File: config.mk
export PLATFORM = sky130hd
export DESIGN_NAME = time_of_day_clock_with_set_mode
export DESIGN_NICKNAME = d
export VERILOG_FILES = /design/src/rtl/core/tod_clk_pkg.sv /design/src/rtl/core/time_of_day_clock_with_set_mode.sv
export VERILOG_INCLUDE_DIRS = /design/src /design/src/rtl/core
export SDC_FILE = /design/constraint.sdc
export NUM_CORES = 1
export LEC_CHECK = 0
export ABC_AREA = 1
export CAP_MARGIN = 25
export CORE_ASPECT_RATIO = 1.1
export CORE_MARGIN = 2
export CORE_UTILIZATION = 28
export DETAILED_ROUTE_END_ITERATION = 7
export DONT_BUFFER_PORTS = 1
export GPL_TIMING_DRIVEN = 0
export PLACE_DENSITY = 0.41
export SLEW_MARGIN = 20
export SYNTH_ARGS = -nofsm -noshare
export SYNTH_HDL_FRONTEND = slang
export SYNTH_SLANG_ARGS = --single-unit
File: constraint.sdc
create_clock -name i_clk -period 8.1 [get_ports i_clk]
set_input_delay 2.025 -clock i_clk [delete_from_list [all_inputs] [get_ports i_clk]]
set_output_delay 2.025 -clock i_clk [all_outputs]
set_load 0.05 [all_outputs]
File: src/rtl/core/time_of_day_clock_with_set_mode_defines.svh
// Assertion macros for the time-of-day clock RTL.
// Included by modules that carry concurrent checks; no other dependencies.
`ifndef TIME_OF_DAY_CLOCK_WITH_SET_MODE_DEFINES_SVH
`define TIME_OF_DAY_CLOCK_WITH_SET_MODE_DEFINES_SVH

`ifndef SYNTHESIS

// Implication check, clocked, disabled while reset is asserted
`define TOD_ASSERT_IMPL(label, clk, rst_n, ante, cons, msg) \
    label: assert property (@(posedge clk) disable iff (!rst_n) (ante) |-> (cons)) \
        else $error(msg);

// Next-cycle implication check, clocked, disabled while reset is asserted
`define TOD_ASSERT_NEXT(label, clk, rst_n, ante, cons, msg) \
    label: assert property (@(posedge clk) disable iff (!rst_n) (ante) |=> (cons)) \
        else $error(msg);

// Invariant that holds on every clock edge out of reset
`define TOD_ASSERT_ALWAYS(label, clk, rst_n, cond, msg) \
    label: assert property (@(posedge clk) disable iff (!rst_n) (cond)) \
        else $error(msg);

`else

`define TOD_ASSERT_IMPL(label, clk, rst_n, ante, cons, msg)
`define TOD_ASSERT_NEXT(label, clk, rst_n, ante, cons, msg)
`define TOD_ASSERT_ALWAYS(label, clk, rst_n, cond, msg)

`endif

`endif

File: src/rtl/core/tod_clk_pkg.sv
`timescale 1ns / 1ps
// Types and constants for the time-of-day clock.
// No dependencies; used by time_of_day_clock_with_set_mode.
package tod_clk_pkg;

    // Command carried in the input tuser
    typedef enum logic [1:0] {
        CMD_TICK = 2'd0,
        CMD_SET  = 2'd1,
        CMD_MODE = 2'd2
    } t_cmd;

    // Field currently being set
    typedef enum logic [1:0] {
        FIELD_NONE = 2'd0,
        FIELD_SEC  = 2'd1,
        FIELD_MIN  = 2'd2,
        FIELD_HOUR = 2'd3
    } t_field;

    // Configuration register indexes
    localparam logic CFG_DEBOUNCE = 1'b0;
    localparam logic CFG_TPS      = 1'b1;

    // Configuration reset values
    localparam logic [15:0] DEBOUNCE_RST = 16'd150;
    localparam logic [7:0]  TPS_RST      = 8'd125;

    // Blink period in postscaler ticks and the multiples that fit in 8 bits
    localparam int BLINK_TICKS = 62;
    localparam int BLINK_MULTS = 255 / BLINK_TICKS + 1;

    // Time limits
    localparam logic [5:0] SEC_MAX  = 6'd59;
    localparam logic [5:0] MIN_MAX  = 6'd59;
    localparam logic [4:0] HOUR_MAX = 5'd23;

    // True when the postscaler value is a multiple of the blink period
    function automatic logic blink_hit(input logic [7:0] value);
        logic hit;
        hit = 1'b0;
        for (int k = 0; k < BLINK_MULTS; k++) begin
            if (value == 8'(k * BLINK_TICKS)) begin
                hit = 1'b1;
            end
        end
        return hit;
    endfunction

endpackage

File: src/rtl/core/time_of_day_clock_with_set_mode.sv
`timescale 1ns / 1ps
// Time-of-day clock (hours, minutes, seconds) with button set mode.
// Depends on tod_clk_pkg and time_of_day_clock_with_set_mode_defines.svh.

// Each input beat (timer tick, set press or mode press) produces exactly one
// output beat with the time, set mode and blink flag after that event. The
// block takes one beat per clock while the result stream is not stalled: an
// input register, then one pass of counter and debounce logic into the result
// register. Backpressure on the master side stalls both stages. Presses are
// debounced per button against the 32-bit millisecond timestamp; the
// configuration port should be written only while no beats are in flight.
`include "time_of_day_clock_with_set_mode_defines.svh"

module time_of_day_clock_with_set_mode (
    input  logic        i_clk,
    input  logic        i_rst_n,
    // Configuration write port
    input  logic        i_cfg_we,
    input  logic        i_cfg_addr,
    input  logic [15:0] i_cfg_wdata,
    // Input stream
    input  logic        s_axis_tvalid,
    output logic        s_axis_tready,
    input  logic [31:0] s_axis_tdata,   // [31:0] now_ms
    input  logic [1:0]  s_axis_tuser,   // [1:0] cmd
    // Result stream
    output logic        m_axis_tvalid,
    input  logic        m_axis_tready,
    output logic [23:0] m_axis_tdata    // [4:0] hours, [10:5] minutes, [16:11] secs,
                                        // [18:17] set_field, [19] setting_active,
                                        // [20] blink, [23:21] zero
);

    // Configuration registers
    logic [15:0] r_debounce;
    logic [7:0]  r_tps;

    // Input stage
    logic        r_in_valid;
    logic [1:0]  r_cmd;
    logic [31:0] r_now;

    // Clock state
    logic [5:0]          r_sec,  n_sec;
    logic [5:0]          r_min,  n_min;
    logic [4:0]          r_hour, n_hour;
    tod_clk_pkg::t_field r_field, n_field;
    logic [7:0]          r_pre,  n_pre;
    logic                r_blink, n_blink;
    logic [31:0]         r_last_set, n_last_set;
    logic [31:0]         r_last_mode, n_last_mode;

    // Output stage
    logic        r_out_valid;
    logic [23:0] r_out_data;

    // Handshake
    logic w_out_load;
    logic w_in_load;
    logic w_fire;

    assign w_out_load    = !r_out_valid || m_axis_tready;
    assign w_in_load     = !r_in_valid || w_out_load;
    assign w_fire        = r_in_valid && w_out_load;
    assign s_axis_tready = w_in_load;
    assign m_axis_tvalid = r_out_valid;
    assign m_axis_tdata  = r_out_data;

    // Configuration writes
    always_ff @(posedge i_clk) begin
        if (!i_rst_n) begin
            r_debounce <= tod_clk_pkg::DEBOUNCE_RST;
            r_tps      <= tod_clk_pkg::TPS_RST;
        end else if (i_cfg_we) begin
            unique case (i_cfg_addr)
                tod_clk_pkg::CFG_DEBOUNCE: r_debounce <= i_cfg_wdata;
                tod_clk_pkg::CFG_TPS:      r_tps      <= i_cfg_wdata[7:0];
                default: ;
            endcase
        end
    end

    // Input register
    always_ff @(posedge i_clk) begin
        if (!i_rst_n) begin
            r_in_valid <= 1'b0;
        end else if (w_in_load) begin
            r_in_valid <= s_axis_tvalid;
        end
    end

    always_ff @(posedge i_clk) begin
        if (w_in_load && s_axis_tvalid) begin
            r_cmd <= s_axis_tuser;
            r_now <= s_axis_tdata;
        end
    end

    // Event processing
    always_comb begin
        logic [7:0]  pre_inc;
        logic        sec_edge;
        logic        set_ok;
        logic        mode_ok;
        logic [31:0] set_gap;
        logic [31:0] mode_gap;

        n_sec       = r_sec;
        n_min       = r_min;
        n_hour      = r_hour;
        n_field     = r_field;
        n_pre       = r_pre;
        n_blink     = r_blink;
        n_last_set  = r_last_set;
        n_last_mode = r_last_mode;

        pre_inc  = r_pre + 8'd1;
        sec_edge = (pre_inc >= r_tps);
        set_gap  = r_now - r_last_set;
        mode_gap = r_now - r_last_mode;
        set_ok   = (set_gap > {16'd0, r_debounce});
        mode_ok  = (mode_gap > {16'd0, r_debounce});

        case (tod_clk_pkg::t_cmd'(r_cmd))
            tod_clk_pkg::CMD_TICK: begin
                n_pre = sec_edge ? 8'd0 : pre_inc;
                // second boundary: advance with carries unless being set
                if (sec_edge && (r_field == tod_clk_pkg::FIELD_NONE)) begin
                    if (r_sec == tod_clk_pkg::SEC_MAX) begin
                        n_sec = 6'd0;
                        if (r_min == tod_clk_pkg::MIN_MAX) begin
                            n_min  = 6'd0;
                            n_hour = (r_hour == tod_clk_pkg::HOUR_MAX) ? 5'd0
                                                                       : r_hour + 5'd1;
                        end else begin
                            n_min = r_min + 6'd1;
                        end
                    end else begin
                        n_sec = r_sec + 6'd1;
                    end
                end
                // toggles per blink period hit; at the boundary the two toggles cancel out
                n_blink = r_blink ^ sec_edge ^ tod_clk_pkg::blink_hit(n_pre);
            end
            tod_clk_pkg::CMD_SET: begin
                if (set_ok) begin
                    n_last_set = r_now;
                    // bump the selected field, no carry
                    case (r_field)
                        tod_clk_pkg::FIELD_SEC:
                            n_sec = (r_sec == tod_clk_pkg::SEC_MAX) ? 6'd0 : r_sec + 6'd1;
                        tod_clk_pkg::FIELD_MIN:
                            n_min = (r_min == tod_clk_pkg::MIN_MAX) ? 6'd0 : r_min + 6'd1;
                        tod_clk_pkg::FIELD_HOUR:
                            n_hour = (r_hour == tod_clk_pkg::HOUR_MAX) ? 5'd0
                                                                       : r_hour + 5'd1;
                        default: ;
                    endcase
                end
            end
            tod_clk_pkg::CMD_MODE: begin
                if (mode_ok) begin
                    n_last_mode = r_now;
                    n_field     = tod_clk_pkg::t_field'(r_field + 2'd1);
                end
            end
            default: ;
        endcase
    end

    // State update
    always_ff @(posedge i_clk) begin
        if (!i_rst_n) begin
            r_sec       <= 6'd0;
            r_min       <= 6'd0;
            r_hour      <= 5'd0;
            r_field     <= tod_clk_pkg::FIELD_NONE;
            r_pre       <= 8'd0;
            r_blink     <= 1'b0;
            r_last_set  <= 32'd0;
            r_last_mode <= 32'd0;
        end else if (w_fire) begin
            r_sec       <= n_sec;
            r_min       <= n_min;
            r_hour      <= n_hour;
            r_field     <= n_field;
            r_pre       <= n_pre;
            r_blink     <= n_blink;
            r_last_set  <= n_last_set;
            r_last_mode <= n_last_mode;
        end
    end

    // Result register
    always_ff @(posedge i_clk) begin
        if (!i_rst_n) begin
            r_out_valid <= 1'b0;
        end else if (w_out_load) begin
            r_out_valid <= r_in_valid;
        end
    end

    always_ff @(posedge i_clk) begin
        if (w_fire) begin
            r_out_data <= {3'd0, n_blink, (n_field != tod_clk_pkg::FIELD_NONE),
                           n_field, n_sec, n_min, n_hour};
        end
    end

    // Checks
    `TOD_ASSERT_ALWAYS(a_time_range, i_clk, i_rst_n,
        (r_sec <= tod_clk_pkg::SEC_MAX) && (r_min <= tod_clk_pkg::MIN_MAX) &&
        (r_hour <= tod_clk_pkg::HOUR_MAX),
        "time counter out of range")
    `TOD_ASSERT_NEXT(a_hold_when_setting, i_clk, i_rst_n,
        w_fire && (r_cmd == tod_clk_pkg::CMD_TICK) && (r_field != tod_clk_pkg::FIELD_NONE),
        $stable(r_sec) && $stable(r_min) && $stable(r_hour),
        "clock advanced while a field is being set")
    `TOD_ASSERT_NEXT(a_in_stage_held, i_clk, i_rst_n,
        r_in_valid && !w_out_load,
        r_in_valid && $stable(r_cmd) && $stable(r_now),
        "pending input beat lost during stall")

endmodule
==> qor.yml <==
ys_ff_latch: 173
drtIter0Drc: 649
worstSetupEndpointType: "register"
ys.flop_type: "dfxtp_1"
area.growth.synth_to_final_pct: 9.87
hold_viol_final: 0
place_ws_ns: 3.40
fin_crit_ns: 4.62
die-area_mm2: 0.0518
cts_buffers: 17
cts_max_level: 4
ant_nets: 0
synth_top_area_share: 0.187
fin_setup_tns_ns: 0
synth-async-reset-ratio: 0
die_h_um: 238
pin_count: 82
wl_per_cell_um: 15.6
cts_tree: "done"
drv_slew: 0
die_w_um: 217
gp_congestion: 0.919
drive_gt1_frac: 0.0297
num_rows: 85
p_per_area_mw_per_mm2: 159
layout_worst_path_cycle_share: 0.571
max_freq_mhz: 216
port_buffers: 0
synth.avg_cell_area_um2: 6.20
multi_input_area_mm2: 0.00793
startpoint_type: "register"
antenna_found_initial: 0
vias_per_cell: 4.50
synth_edf_count: 55
fillers: 5618
p_leak_nw: 7.91
design.core.area_mm2: 0.0491
postSynthCellCount: 2256
mostFrequentLayoutCell: "nand2_1"
rsz0062_at_grt: "false"
arrival_ns: 4.87
grt_pass1_vias: 13100
seqCellArea_mm2: 0.00401
synth_area_mm2: 0.0140
tightest_slew_ns: 1.03
ys_top_cells_by_area: "nand2_1, dfxtp_1, inv_1"
stdcell_count: 2943
drt-pass1-iter-count: 5
synth-seq-area-share: 0.287
final.setup.worst_slack_ns: 3.48
clkSinkCount: 173
slew_headroom: 0.309
fin_skew_ns: 0.0144
grt_use_total: 0.183
maxCapViolations: 0
route.detailed.drc: 0
yosys.area.top_type: "nand2_1"
hp-class: "reg2reg"
status: "finished clean"
routed_wl_um: 45900
cts_setup_buffers: 0
regToRegSetupSlack_ns: 3.48
nNetsFinal: 2446
clock_latency_ns: 0.50
clk_path_buf_depth: 2
ys_warn_count: 0
whs_ns: 0.488
postCtsResizedCells: 0
dp.cells: 2911
path_clk_slew_ns: 0.07
worst_ep_required_time_ns: 8.34
ctsRootBufferMaster: "clkbuf_16"
yosysUniqueCellTypes: 42
finalSetupViolations: 0
grt_max_degree: 31
start_util: 0.285
cts_hold_buffers: 0
n_antenna_cell: 0
grt.overflow.total: 0
grt_pass1_wl_um: 71400
post-dp-hpwl_um: 38200
final_cell_mix: "nand2_1, inv_1, nor2_1"
via_count: 13300
critPathKind: "reg2reg"
crit_fanout: 10
ir_drop_v: 0.000145
## report_power, final
| group | switching (mW) | internal (mW) |
|---|---|---|
| combinational | 0.433 | 0.214 |
| sequential | 0.0582 | 0.944 |
| clock | 0.404 | 0.396 |
| total | 0.895 | 1.55 |
## synthesized netlist by cell type (2+ instances only)
library cell,instances
a21oi_1,150
and2_1,3
buf_1,8
buf_2,4
buf_4,3
buf_6,11
clkbuf_1,29
clkinv_1,4
dfxtp_1,118
edfxtp_1,55
fa_1,2
ha_1,110
inv_1,461
inv_2,3
nand2_1,698
nand2_2,5
nand3_1,158
nand3b_1,9
nand4_1,54
nor2_1,196
nor2_2,3
nor3_1,13
nor3_2,2
nor3b_1,2
nor4_1,6
o211ai_1,15
o21a_1,2
o21ai_0,74
o21ai_1,2
o21bai_1,7
o22ai_1,2
xnor2_1,6
xor2_1,32
## critical path: stages, from the launching register on
cell and delay, ns:
edfxtp_1 0.60, inv_1 0.18, fa_1 0.49, inv_1 0.10
nand3_1 0.07, nand3_1 0.15, nand3_1 0.10, nand3_1 0.22
xor2_1 0.14, ha_1 0.30, nand2_1 0.06, nor4_1 0.45
nand4_1 0.19, nand2_1 0.20, nand2_1 0.09, nor2_1 0.10
nand2_1 0.05, nor2_1 0.08, nand2_1 0.17, buf_6 0.22
nand2_2 0.14, nand2_1 0.07, nand3_1 0.09, nand2_1 0.09
## state kept, by name (all words and copies together), names as in the netlist
signal / count
r_last_mode: 32
r_last_set: 32
r_now: 32
m_axis_tdata: 21
r_debounce: 16
r_pre: 8
r_tps: 8
r_min: 6
r_sec: 6
r_hour: 5
r_cmd: 2
r_field: 2
m_axis_tvalid: 1
r_blink: 1
r_in_valid: 1
## final cells by class
class / count / area share
Buffer: 55 / 0.0199
Clock buffer: 18 / 0.0279
Clock inverter: 14 / 0.00700
Inverter: 468 / 0.114
Multi-Input combinational cell: 1562 / 0.515
Sequential cell: 173 / 0.261
Tap cell: 652 / 0.0531
Timing Repair Buffer: 1 / 0.00130
## stage by stage
step / cell area [um^2] / utilization / total power, mW
4_1_cts: 15400 / 0.313 / 2.50
5_1_grt: 15400 / 0.313 / 2.62
3_5_place_dp: 14800 / 0.302 / 1.67
3_3_place_gp: 14800 / 0.302 / 1.67
2_1_floorplan: 14000 / - / 1.48
6_report: 15400 / 0.313 / 2.45
## kinds of logic (layout without fill, tap and decap cells)
logic type,after synthesis,after routing,share of synthesized area
AO/OA/AOI/OAI,258,258,0.0988
XOR/XNOR,38,38,0.0238
adder cells (fa/ha/maj),112,112,0.101
buffers and inverters,523,556,0.147
flip-flops,173,173,0.287
other,1,3,0.000268
AND/OR/NAND/NOR,1151,1151,0.342
## layer usage
metal / GRT usage / wire, um / up-vias
met5: 0 / 0 / -
met4: 0.0641 / 1140 / 0
met3: 0.0297 / 1150 / 50
met2: 0.318 / 22100 / 170
met1: 0.227 / 21600 / 5926
li1: - / - / 7110
## worst paths after layout
kind,endpoint,from,cells after the start
setup / recovery,m_axis_tdata[10]$_DFFE_PP_,r_now[1]$_DFFE_PP_,23
hold reg to reg,r_last_set[16]$_SDFFE_PN0P_,r_last_set[16]$_SDFFE_PN0P_,2
hold / removal,r_last_set[16]$_SDFFE_PN0P_,r_last_set[16]$_SDFFE_PN0P_,2
setup reg to reg,m_axis_tdata[10]$_DFFE_PP_,r_now[1]$_DFFE_PP_,23
(Power assumes the default switching activity.)
